$ cat config.mk
export PLATFORM = sky130hd
export DESIGN_NAME = ping_pong_sample_logger
export DESIGN_NICKNAME = d
export VERILOG_FILES = /design/src/design/plog_pkg.sv /design/src/design/ping_pong_sample_logger.sv /design/src/design/plog_setup.sv
export SDC_FILE = /design/constraint.sdc
export NUM_CORES = 2
export LEC_CHECK = 0
export ABC_AREA = 1
export BUFFER_PORTS_ARGS = -buffer_cell sky130_fd_sc_hd__buf_2
export CAP_MARGIN = 20
export CORE_ASPECT_RATIO = 1.2
export CORE_MARGIN = 4
export CORE_UTILIZATION = 45
export CTS_CLUSTER_DIAMETER = 40
export DETAILED_ROUTE_END_ITERATION = 8
export HOLD_SLACK_MARGIN = 0.15
export PLACE_DENSITY = 0.75
export SYNTH_ARGS = -nofsm -noshare
export SYNTH_HDL_FRONTEND = slang
export SYNTH_SLANG_ARGS = --single-unit
$ cat constraint.sdc
create_clock -name clk -period 7.95 [get_ports clk]
set_input_delay 1.59 -clock clk [delete_from_list [all_inputs] [get_ports clk]]
set_output_delay 1.59 -clock clk [all_outputs]
set_load 0.05 [all_outputs]
$ cat src/design/plog_pkg.sv
// Shared types and constants for the ping-pong sample logger.
// Used by plog_setup, ping_pong_sample_logger and the testbench; no dependencies.
package plog_pkg;

	// Input item kinds, carried on the slave-side tuser.
	typedef enum logic [1:0] {
		OP_START = 2'd0,
		OP_TICK  = 2'd1,
		OP_ACK   = 2'd2
	} op_t;

	// Configuration register indexes.
	localparam logic CFG_SAMPLE_RATE = 1'b0;
	localparam logic CFG_RECORD_MS   = 1'b1;

	// Field widths fixed by the interface.
	localparam int RATE_W   = 14;
	localparam int LENMS_W  = 32;
	localparam int INDEX_W  = 14;
	localparam int SAMPLE_W = 32;
	localparam int COUNT_W  = 32;
	localparam int PROD_W   = LENMS_W + RATE_W;
	// Scaled sample counter holds 1000 * (count + 1), at most 1000 * 2^32.
	localparam int SCALED_W = 42;

	// Reset values of the configuration registers.
	localparam logic [RATE_W-1:0]  RATE_RESET  = 14'd1000;
	localparam logic [LENMS_W-1:0] LENMS_RESET = 32'd0;

	// Blocks per second when the rate divides evenly.
	localparam int BLOCK_DIV = 50;
	// Reciprocal of 50 scaled by 2^18; exact for every 14-bit rate.
	localparam int RECIP_SHIFT = 18;
	localparam logic [12:0] RECIP_50 = 13'd5243;
	localparam int RPROD_W = 27;
	localparam int QUOT_W = 9;
	localparam int MULT_W = 15;

	// Milliseconds per second, in the width of the scaled counter.
	localparam logic [SCALED_W-1:0] MS_PER_S = 42'd1000;

	// Recording setup derived from the registers at a start item.
	typedef struct packed {
		logic [INDEX_W-1:0] block_words;
		logic [PROD_W-1:0]  target_scaled;
	} setup_t;

endpackage

$ cat src/design/ping_pong_sample_logger.sv
// Ping-pong sample logger: logs sample words into two alternating banks.
// Each accepted item passes the input register, then the result register.
// Throughput: one item per cycle while results are taken; every item gives
// exactly one result. A stalled result holds the input stage, which then takes
// at most one more item. Reset (arst_n low) halts the logger and clears its
// flags and counters but the scaled counter, which it sets to 1000, and it sets
// the rate register to 1000 and the length register to 0.
module ping_pong_sample_logger
	import plog_pkg::*;
#(
	parameter int BANK_WORDS = 16384
) (
	input  logic                clk,
	input  logic                arst_n,
	// Configuration write port.
	input  logic                cfg_we,
	input  logic                cfg_index,
	input  logic [LENMS_W-1:0]  cfg_data,
	// Input stream.
	input  logic                s_tvalid,
	output logic                s_tready,
	input  logic [31:0]         s_tdata,  // [31:0] sample
	input  logic [1:0]          s_tuser,  // [1:0] op
	// Result stream.
	output logic                m_tvalid,
	input  logic                m_tready,
	output logic [55:0]         m_tdata,  // [0] write_bank, [14:1] write_index,
	                                      // [46:15] write_data, [47] ready_bank,
	                                      // [48] data_ready, [49] running,
	                                      // [50] finished, [55:51] zero
	output logic                m_tuser,  // [0] write_valid
	output logic                m_tlast   // block_done
);

	// Configuration registers.
	logic [RATE_W-1:0]   rate_q;
	logic [LENMS_W-1:0]  length_ms_q;

	// Input stage.
	logic                valid_s1;
	logic [1:0]          op_s1;
	logic [SAMPLE_W-1:0] sample_s1;

	// Logger state.
	logic                active_q;
	logic                ready_flag_q;
	logic                cur_bank_q;
	logic                last_bank_q;
	logic [INDEX_W-1:0]  word_pos_q;
	logic [INDEX_W-1:0]  block_words_q;
	logic [COUNT_W-1:0]  samples_done_q;
	logic [SCALED_W-1:0] scaled_done_q;
	logic [PROD_W-1:0]   target_q;

	// Result register.
	logic                out_valid_q;
	logic                wv_q, wb_q, done_q, rbank_q, rdy_q, run_q, fin_q;
	logic [INDEX_W-1:0]  wi_q;
	logic [SAMPLE_W-1:0] wd_q;

	// Next values.
	logic                advance;
	logic                active_d, ready_flag_d, cur_bank_d, last_bank_d;
	logic [INDEX_W-1:0]  word_pos_d, block_words_d;
	logic [COUNT_W-1:0]  samples_done_d;
	logic [SCALED_W-1:0] scaled_done_d;
	logic [PROD_W-1:0]   target_d;
	logic                wv_d, wb_d, done_d, fin_d;
	logic [INDEX_W-1:0]  wi_d;
	logic [SAMPLE_W-1:0] wd_d;
	logic [INDEX_W-1:0]  last_pos;
	logic                more_samples;
	setup_t              setup;

	plog_setup #(
		.BANK_WORDS (BANK_WORDS)
	) u_setup (
		.rate      (rate_q),
		.length_ms (length_ms_q),
		.setup     (setup)
	);

	// Handshake: the stage moves when the result register is free or drains.
	assign advance  = valid_s1 && (!out_valid_q || m_tready);
	assign s_tready = !valid_s1 || advance;

	// Configuration writes.
	always_ff @(posedge clk or negedge arst_n) begin
		if (!arst_n) begin
			rate_q      <= RATE_RESET;
			length_ms_q <= LENMS_RESET;
		end else if (cfg_we) begin
			unique case (cfg_index)
				CFG_SAMPLE_RATE: rate_q      <= cfg_data[RATE_W-1:0];
				CFG_RECORD_MS:   length_ms_q <= cfg_data;
				default:         rate_q      <= rate_q;
			endcase
		end
	end

	// Input register.
	always_ff @(posedge clk or negedge arst_n) begin
		if (!arst_n) begin
			valid_s1 <= 1'b0;
		end else if (s_tready) begin
			valid_s1 <= s_tvalid;
		end
	end

	always_ff @(posedge clk) begin
		if (s_tvalid && s_tready) begin
			op_s1     <= s_tuser;
			sample_s1 <= s_tdata;
		end
	end

	// A sample may be stored while 1000 * (count + 1) <= length_ms * rate,
	// which is count < floor(length_ms * rate / 1000), and the count
	// saturates at its all-ones value.
	assign more_samples = (PROD_W'(scaled_done_q) <= target_q) && (samples_done_q != '1);
	assign last_pos     = (block_words_q == '0) ? '0 : block_words_q - INDEX_W'(1);

	// Per-item state update and result.
	always_comb begin
		active_d       = active_q;
		ready_flag_d   = ready_flag_q;
		cur_bank_d     = cur_bank_q;
		last_bank_d    = last_bank_q;
		word_pos_d     = word_pos_q;
		block_words_d  = block_words_q;
		samples_done_d = samples_done_q;
		scaled_done_d  = scaled_done_q;
		target_d       = target_q;
		wv_d           = 1'b0;
		wb_d           = 1'b0;
		wi_d           = '0;
		wd_d           = '0;
		done_d         = 1'b0;
		fin_d          = 1'b0;
		unique case (op_s1)
			OP_START: begin
				block_words_d  = setup.block_words;
				target_d       = setup.target_scaled;
				samples_done_d = '0;
				scaled_done_d  = MS_PER_S;
				word_pos_d     = '0;
				ready_flag_d   = 1'b0;
				active_d       = 1'b1;
			end
			OP_TICK: begin
				if (active_q && more_samples) begin
					wv_d           = 1'b1;
					wb_d           = cur_bank_q;
					wi_d           = word_pos_q;
					wd_d           = sample_s1;
					samples_done_d = samples_done_q + COUNT_W'(1);
					scaled_done_d  = scaled_done_q + MS_PER_S;
					if (word_pos_q >= last_pos) begin
						last_bank_d  = cur_bank_q;
						ready_flag_d = 1'b1;
						word_pos_d   = '0;
						cur_bank_d   = !cur_bank_q;
						done_d       = 1'b1;
					end else begin
						word_pos_d = word_pos_q + INDEX_W'(1);
					end
				end else if (active_q) begin
					samples_done_d = '0;
					scaled_done_d  = MS_PER_S;
					word_pos_d     = '0;
					active_d       = 1'b0;
					fin_d          = 1'b1;
				end
			end
			OP_ACK: begin
				ready_flag_d = 1'b0;
			end
			default: begin
				// Unused code: status report only.
				active_d = active_q;
			end
		endcase
	end

	// State registers.
	always_ff @(posedge clk or negedge arst_n) begin
		if (!arst_n) begin
			active_q       <= 1'b0;
			ready_flag_q   <= 1'b0;
			cur_bank_q     <= 1'b0;
			last_bank_q    <= 1'b0;
			word_pos_q     <= '0;
			block_words_q  <= '0;
			samples_done_q <= '0;
			scaled_done_q  <= MS_PER_S;
			target_q       <= '0;
		end else if (advance) begin
			active_q       <= active_d;
			ready_flag_q   <= ready_flag_d;
			cur_bank_q     <= cur_bank_d;
			last_bank_q    <= last_bank_d;
			word_pos_q     <= word_pos_d;
			block_words_q  <= block_words_d;
			samples_done_q <= samples_done_d;
			scaled_done_q  <= scaled_done_d;
			target_q       <= target_d;
		end
	end

	// Result register valid.
	always_ff @(posedge clk or negedge arst_n) begin
		if (!arst_n) begin
			out_valid_q <= 1'b0;
		end else if (advance) begin
			out_valid_q <= 1'b1;
		end else if (m_tready) begin
			out_valid_q <= 1'b0;
		end
	end

	// Result register payload.
	always_ff @(posedge clk) begin
		if (advance) begin
			wv_q    <= wv_d;
			wb_q    <= wb_d;
			wi_q    <= wi_d;
			wd_q    <= wd_d;
			done_q  <= done_d;
			rbank_q <= last_bank_d;
			rdy_q   <= ready_flag_d;
			run_q   <= active_d;
			fin_q   <= fin_d;
		end
	end

	assign m_tvalid = out_valid_q;
	assign m_tuser  = wv_q;
	assign m_tlast  = done_q;
	assign m_tdata  = {5'b0, fin_q, run_q, rdy_q, rbank_q, wd_q, wi_q, wb_q};

	// The word position stays inside the current block while recording.
	a_pos_in_block: assert property (@(posedge clk) disable iff (!arst_n)
		(active_q && block_words_q != '0) |-> (word_pos_q < block_words_q))
		else $error("word position beyond block length");

	// The scaled counter tracks the sample count exactly.
	a_scaled_count: assert property (@(posedge clk) disable iff (!arst_n)
		scaled_done_q == (SCALED_W'(samples_done_q) * MS_PER_S + MS_PER_S))
		else $error("scaled sample counter out of step");

	// Completing a block swaps the banks and raises data-ready.
	a_block_swap: assert property (@(posedge clk) disable iff (!arst_n)
		(advance && done_d) |=> (cur_bank_q != $past(cur_bank_q)) && ready_flag_q
			&& (last_bank_q == $past(cur_bank_q)))
		else $error("block completion did not swap banks");

	// Storing a sample and finishing never happen on the same item.
	a_store_or_finish: assert property (@(posedge clk) disable iff (!arst_n)
		out_valid_q |-> !(wv_q && fin_q))
		else $error("sample stored on the finishing tick");

endmodule

$ cat src/design/plog_setup.sv
// Derives the block length and the scaled sample target from the registers.
// Depends on plog_pkg; instantiated by ping_pong_sample_logger.
module plog_setup
	import plog_pkg::*;
#(
	parameter int BANK_WORDS = 16384
) (
	input  logic [RATE_W-1:0]  rate,
	input  logic [LENMS_W-1:0] length_ms,
	output setup_t             setup
);

	logic [RPROD_W-1:0] recip_prod;
	logic [QUOT_W-1:0]  quot;
	logic [MULT_W-1:0]  quot_x50;
	logic               even_rate;
	logic [INDEX_W-1:0] len_raw;

	// Divide the rate by 50 through a reciprocal and check the remainder.
	assign recip_prod = RPROD_W'(rate) * RPROD_W'(RECIP_50);
	assign quot       = QUOT_W'(recip_prod >> RECIP_SHIFT);
	assign quot_x50   = MULT_W'(quot) * MULT_W'(BLOCK_DIV);
	assign even_rate  = (rate >= RATE_W'(BLOCK_DIV)) && (quot_x50 == MULT_W'(rate));
	assign len_raw    = even_rate ? INDEX_W'(quot) : rate;

	// Limit the block to one bank and compute length_ms * rate for the
	// sample target, kept unscaled so that no division by 1000 is needed.
	always_comb begin
		if (18'(len_raw) > 18'(BANK_WORDS)) begin
			setup.block_words = INDEX_W'(BANK_WORDS);
		end else begin
			setup.block_words = len_raw;
		end
		setup.target_scaled = PROD_W'(length_ms) * PROD_W'(rate);
	end

endmodule

# Word level (Yosys, flattened, before mapping)
# Cells that the tools add are included.
# W data, S select, Z words.
[totals] output_inout_bits=60 inputBits=72 word_cells=88 ff_bits=287
[classes] bitwise_logic=2 n_mul=3 eq_ne=5 reduce_logical=22 n_lt_le_gt_ge=3 addsub=4 muxes=25
[ops] cell="$mux W42" count=2
[ops] cell="$pmux W42 S2" count=1
[ops] cell="$mux W14" count=5
[ops] cell="$mux W32" count=2
[ops] cell="$pmux W32 S2" count=1
[ops] cell="$le A42 B46 Y1" count=1
[ops] cell="$mul A32 B14 Y46" count=1
[ops] cell="$add A42 B10 Y42 const B" count=1
[ops] cell="$add A32 B1 Y32 const B" count=1
[ops] cell="$ne A32 B32 Y1 const B" count=1
[ops] cell="$pmux W14 S2" count=1
[ops] cell="$mul A14 B13 Y27 const B" count=1
[ops] cell="$eq A15 B14 Y1" count=1
[ops] cell="$add A14 B1 Y14 const B" count=1
[ops] cell="$ge A14 B14 Y1" count=1
[ops] cell="$ge A14 B6 Y1 const B" count=1
[ops] cell="$logic_not A14 Y1" count=1
[ops] cell="$mul A9 B5 Y14 const B" count=1
[ops] cell="$sub A14 B1 Y14 const B" count=1
[ops] cell="$mux W1" count=11
[ops] cell="$reduce_and A2 Y1" count=4
[ops] cell="$logic_and A1 B1 Y1" count=5
[ops] cell="$pmux W1 S2" count=2
[ops] cell="$reduce_and A4 Y1" count=1
[ops] cell="10 further kinds" count=16

# Longest topological paths before layout
[depth] word_depth=6 mapped_depth=44 depth_no_buf=42

# Hierarchy
# A second synthesis with hierarchy kept.
[unflattened] cells_unflattened=3960 hier_area_um2=33327.0
[modules_own_cells] module="plog_setup" instances=1 cells_each=2507 area_per_inst_um2=19366.1 seq_area_each_um2=0.0
[modules_own_cells] module="ping_pong_sample_logger" instances=1 cells_each=1453 area_per_inst_um2=13960.9 seq_area_each_um2=7557.2

# Worst setup path after synthesis
# No wires, ideal clock.
[synth_path] path_type="flip-flop to flip-flop" startpoint="reg rate_q[6]" endpoint="reg block_words_q[11]" n_path_buf=2 setup_slack_ps=451 setup_time_ps=133 required_ps=7817 t_arrival_ps=7366 path_stages_with_launch=42 period_less_slack_ps=7499 path_cell_list="dfstp_2 -> buf_2 -> inv_1 -> fa_1 -> inv_1 -> ha_1 -> fa_1 -> fa_1 -> inv_1 -> fa_1 -> inv_1 -> ha_1 -> nand2_1 -> nand2_1 -> nand2_1 -> nand2_1 -> inv_1 -> nor2_1 -> (+6 left out) -> ha_1 -> inv_1 -> fa_1 -> inv_1 -> ha_1 -> a21oi_1 -> nand2_1 -> nand2_1 -> nand2_1 -> nand2_1 -> nand3_1 -> nor3_1 -> nand4_1 -> nor2_4 -> nand2_4 -> buf_6 -> nand3_1 -> o21ai_0"
[synth_via] elab_chain_len=5 elab_cells_between_ends=6 classes_between="mul: 2; order compare: 1; eq/ne: 1; mux: 1; reduce/logical: 1"
[synth_rtl] item="from (decl)" line="ping_pong_sample_logger.sv:36" source="logic [RATE_W-1:0] rate_q;"
[synth_rtl] item="from (signal assigned)" line="ping_pong_sample_logger.sv:94" source="CFG_SAMPLE_RATE: rate_q <= cfg_data[RATE_W-1:0];"
[synth_rtl] item="from (signal assigned)" line="ping_pong_sample_logger.sv:96" source="default: rate_q <= rate_q;"
[synth_rtl] item="$mul A14 B13 Y27" line="plog_setup.sv:20" source="assign recip_prod = RPROD_W'(rate) * RPROD_W'(RECIP_50);"
[synth_rtl] item="$mul A9 B5 Y14" line="plog_setup.sv:22" source="assign quot_x50 = MULT_W'(quot) * MULT_W'(BLOCK_DIV);"
[synth_rtl] item="$eq A15 B14 Y1" line="plog_setup.sv:23" source="assign even_rate = (rate >= RATE_W'(BLOCK_DIV)) && (quot_x50 == MULT_W'(rate));"
[synth_rtl] item="$logic_and A1 B1 Y1 *" line="plog_setup.sv:23"
[synth_rtl] item="$mux W14 *" line="plog_setup.sv:24" source="assign len_raw = even_rate ? INDEX_W'(quot) : rate;"
[synth_rtl] item="to (signal assigned)" line="ping_pong_sample_logger.sv:203" source="block_words_q <= block_words_d;"
[synth_rtl] item="to (decl)" line="ping_pong_sample_logger.sv:50" source="logic [INDEX_W-1:0] block_words_q;"
# Every way passes the cells marked *; elsewhere a longest branch is shown, timed or not.
# A chain may end at the register's enable or synchronous reset.

# Worst setup path after layout
[layout_path] startpoint="reg rate_q[9]" endpoint="reg block_words_q[8]"
[layout_via] elab_chain_len=5 elab_cells_between_ends=6 classes_between="mul: 2; order compare: 1; eq/ne: 1; mux: 1; reduce/logical: 1"
[layout_rtl] item="$mul A14 B13 Y27" line="plog_setup.sv:20"
[layout_rtl] item="$mul A9 B5 Y14" line="plog_setup.sv:22"
[layout_rtl] item="$eq A15 B14 Y1" line="plog_setup.sv:23"
[layout_rtl] item="$logic_and A1 B1 Y1" line="plog_setup.sv:23"
[layout_rtl] item="$mux W14 *" line="plog_setup.sv:24"
# Marked as above.

==> flow_metrics.env <==
export IMPL_grtUsageMet3=0.02817
export IMPL_cts_sinks=284
export IMPL_fp_dieH_um=306.4
export IMPL_cts_root_buf="clkbuf_16"
export IMPL_cts_buffers_inserted=46
export IMPL_yosysSeqAreaShare=0.2264
export IMPL_route_detailed_drc=0
export IMPL_crit_path_top_delay_cell="dfstp_2"
export IMPL_yosysUniqueCellTypes=53
export IMPL_period_share=0.9402
export IMPL_rows=109
export IMPL_grt_util_met2=0.3926
export IMPL_coreArea_um2=73650
export IMPL_cp_end_kind="flip-flop"
export IMPL_hold_buffers=0
export IMPL_start_util=0.4533
export IMPL_grtUsageTotal=0.2149
export IMPL_layout_drive_gt1_share=0.08920
export IMPL_netlist_instances=4060
export IMPL_fin_area_um2=36880
export IMPL_synth_top_area_cell="fa_1"
export IMPL_nNetsFinal=4956
export IMPL_drt_pass1_iter_count=7
export IMPL_synthArstFlopShare=0.6937
export IMPL_die_w_um=256.6
export IMPL_area_delta_synth_final_pct=10.46
export IMPL_grt_pass1_vias=27969
export IMPL_tightest_slew_ps=936.5
export IMPL_dieArea_um2=78630
export IMPL_placed_area_um2=35000
export IMPL_synthFlopType="dfrtp_1"
export IMPL_slew_headroom=0.3757
export IMPL_clkTransAtPathRegs_ps=50
export IMPL_final_hold_violation_count=0
export IMPL_synthTopCellsByArea="fa_1 (25%), dfrtp_1 (14%), ha_1 (11%), nand2_1 (11%), inv_1 (9.9%)"
export IMPL_crit_type="reg -> reg"
export IMPL_drt_iter0_drc=1844
export IMPL_yosysMostFrequentCell="nand2_1"
export IMPL_grt_max_degree=153
export IMPL_num_antenna_cells=0
export IMPL_syn_area_per_cell_um2=8.222
export IMPL_overflow=0
export IMPL_final_util=0.5007
export IMPL_place_congestion=0.9546
export IMPL_postRouteAntennaNets=0
export IMPL_drv_cap=0
export IMPL_grt_pass1_wl_um=139200
export IMPL_dp_cells=5044
export IMPL_critical_path_max_fanout=6
export IMPL_fin_skew_ps=30.41
export IMPL_critPathArrivalTime_ps=7950
export IMPL_ios=132
export IMPL_fin_crit_ps=7475
export IMPL_final_cells=5136
export IMPL_met1_usage=0.2642
export IMPL_maxSlewViolCount=0
export IMPL_cts_tree="done"
export IMPL_max_freq_mhz=133.8
export IMPL_antenna_found_initial=0
export IMPL_clk_latency_ps=600
export IMPL_holdCritPathClass="reg -> reg"
export IMPL_setup_viol_count_final=0
export IMPL_synth_seq_cells=284
export IMPL_post_dp_hpwl_um=65270
export IMPL_setup_tns_ps=0
export IMPL_status="complete, no violations"
export IMPL_max_stage_delay_ps=640
export IMPL_start_kind="flip-flop"
export IMPL_synth_top_cell_area_share=0.2543
export IMPL_clk_path_buf_depth=3
export IMPL_ys_warn_count=0
export IMPL_rsz0062_at_grt="true"
export IMPL_required_ps=8430
export IMPL_wl_per_cell_um=16.22
export IMPL_htreeDepth=2
export IMPL_wirelength_um=83310
export IMPL_synthTopCellsByCount="nand2_1 (958), inv_1 (881), fa_1 (424), ha_1 (305), nor2_1 (245)"
export IMPL_port_buffers=126
export IMPL_synth_edf_count=87
export IMPL_viasPerCell=5.150
export IMPL_vias=26451
export IMPL_busiest_layer="met2"
export IMPL_syn_area_um2=33380
## cells in the final DEF (no fill, tap or decap), types with 9 or more instances in the layout
cell type / synthesis / routed
o21ai_0: 146 / 143
clkbuf_16: 0 / 47
nand2_1: 958 / 954
a21o_1: 11 / 11
nand4_1: 41 / 41
ha_1: 305 / 298
a31oi_1: 18 / 18
inv_1: 881 / 879
nor2_1: 245 / 242
fa_1: 424 / 423
edfxtp_1: 87 / 87
xnor2_1: 40 / 40
xor2_1: 70 / 69
buf_2: 23 / 125
nand3_1: 163 / 162
dfstp_2: 12 / 12
clkinv_4: 0 / 10
nor4_1: 18 / 18
mux2_2: 18 / 18
dfrtp_1: 185 / 182
o21bai_1: 9 / 9
buf_4: 13 / 58
o21a_1: 12 / 12
nor3_1: 35 / 34
a21oi_1: 145 / 140
or2_2: 14 / 14
nand2_2: 14 / 18
## flip-flops by register name, indices dropped and copies added, names as in the netlist, 2 cells and up
name            count
op_s1               2
word_pos_q         14
scaled_done_q      39
length_ms_q        32
block_words_q      14
target_q           46
wi_q               14
rate_q             14
wd_q               32
sample_s1          32
samples_done_q     32
## layer usage
layer	wire, um	share of wire
met3	4498	0.054
met2	42540	0.51
met1	33520	0.40
met5	0	0
met4	2750	0.033
## stage by stage
stage | hold WS, ps | setup WS [ps]
after detailed placement | 466.4 | 195.0
after CTS | 481.5 | 186.5
after floorplan | 442.6 | 451.0
after global placement | 454.4 | 260.1
final | 483.6 | 475.4
after global routing | 501.3 | -44.61
## path summary, 6_finish.rpt
check,from,end,slack [ps],depth (start not counted)
setup reg to reg,rate_q[9]$_DFFE_PN1P_,block_words_q[8]$_DFFE_PN0P_,480,37
max in group asynchronous,arst_n,word_pos_q[6]$_DFFE_PN0P_,5750,2
hold / removal,target_q[13]$_DFFE_PN0P_,target_q[13]$_DFFE_PN0P_,480,2
hold reg to reg,target_q[13]$_DFFE_PN0P_,target_q[13]$_DFFE_PN0P_,480,2
min in group asynchronous,arst_n,length_ms_q[22]$_DFFE_PN0P_,960,1
setup / recovery,rate_q[9]$_DFFE_PN1P_,block_words_q[8]$_DFFE_PN0P_,480,37
## logic make-up after synthesis
group           Yosys count  synth area share
buf+inv                1029            0.1190
mux                      18          0.006072
flops                   284            0.2264
fa+ha+maj               729            0.3686
xor+xnor                110           0.02886
other cells               1         0.0001123
compound gates          367           0.06027
simple gates           1522            0.1907
## critical path: cells and delay by family (launching register included)
family                     cells  cell delay [ps]
adders and majority gates     10             3990
buffers and inverters          8              560
DFF                            1              640
and+or+nand+nor               19             2140
## timing repair
item / 4_1_cts / 5_1_grt
gates resized for setup: 0 / 33
endpoints found under the setup margin: 0 / 14
endpoints found under the hold margin: 0 / 0
buffers inserted: 0 / 6
## final cells by class
class,count,area (um2)
Tap cell,943,1180
Sequential cell,284,7561
Multi-Input combinational cell,2751,22030
Timing Repair Buffer,186,1106
Fill cell,6875,36770
Clock buffer,56,1230
Clock inverter,30,442.9
Inverter,886,3327
Power is not shown: default switching activity piles up to over one toggle a cycle in this logic, so the estimate is an artifact.
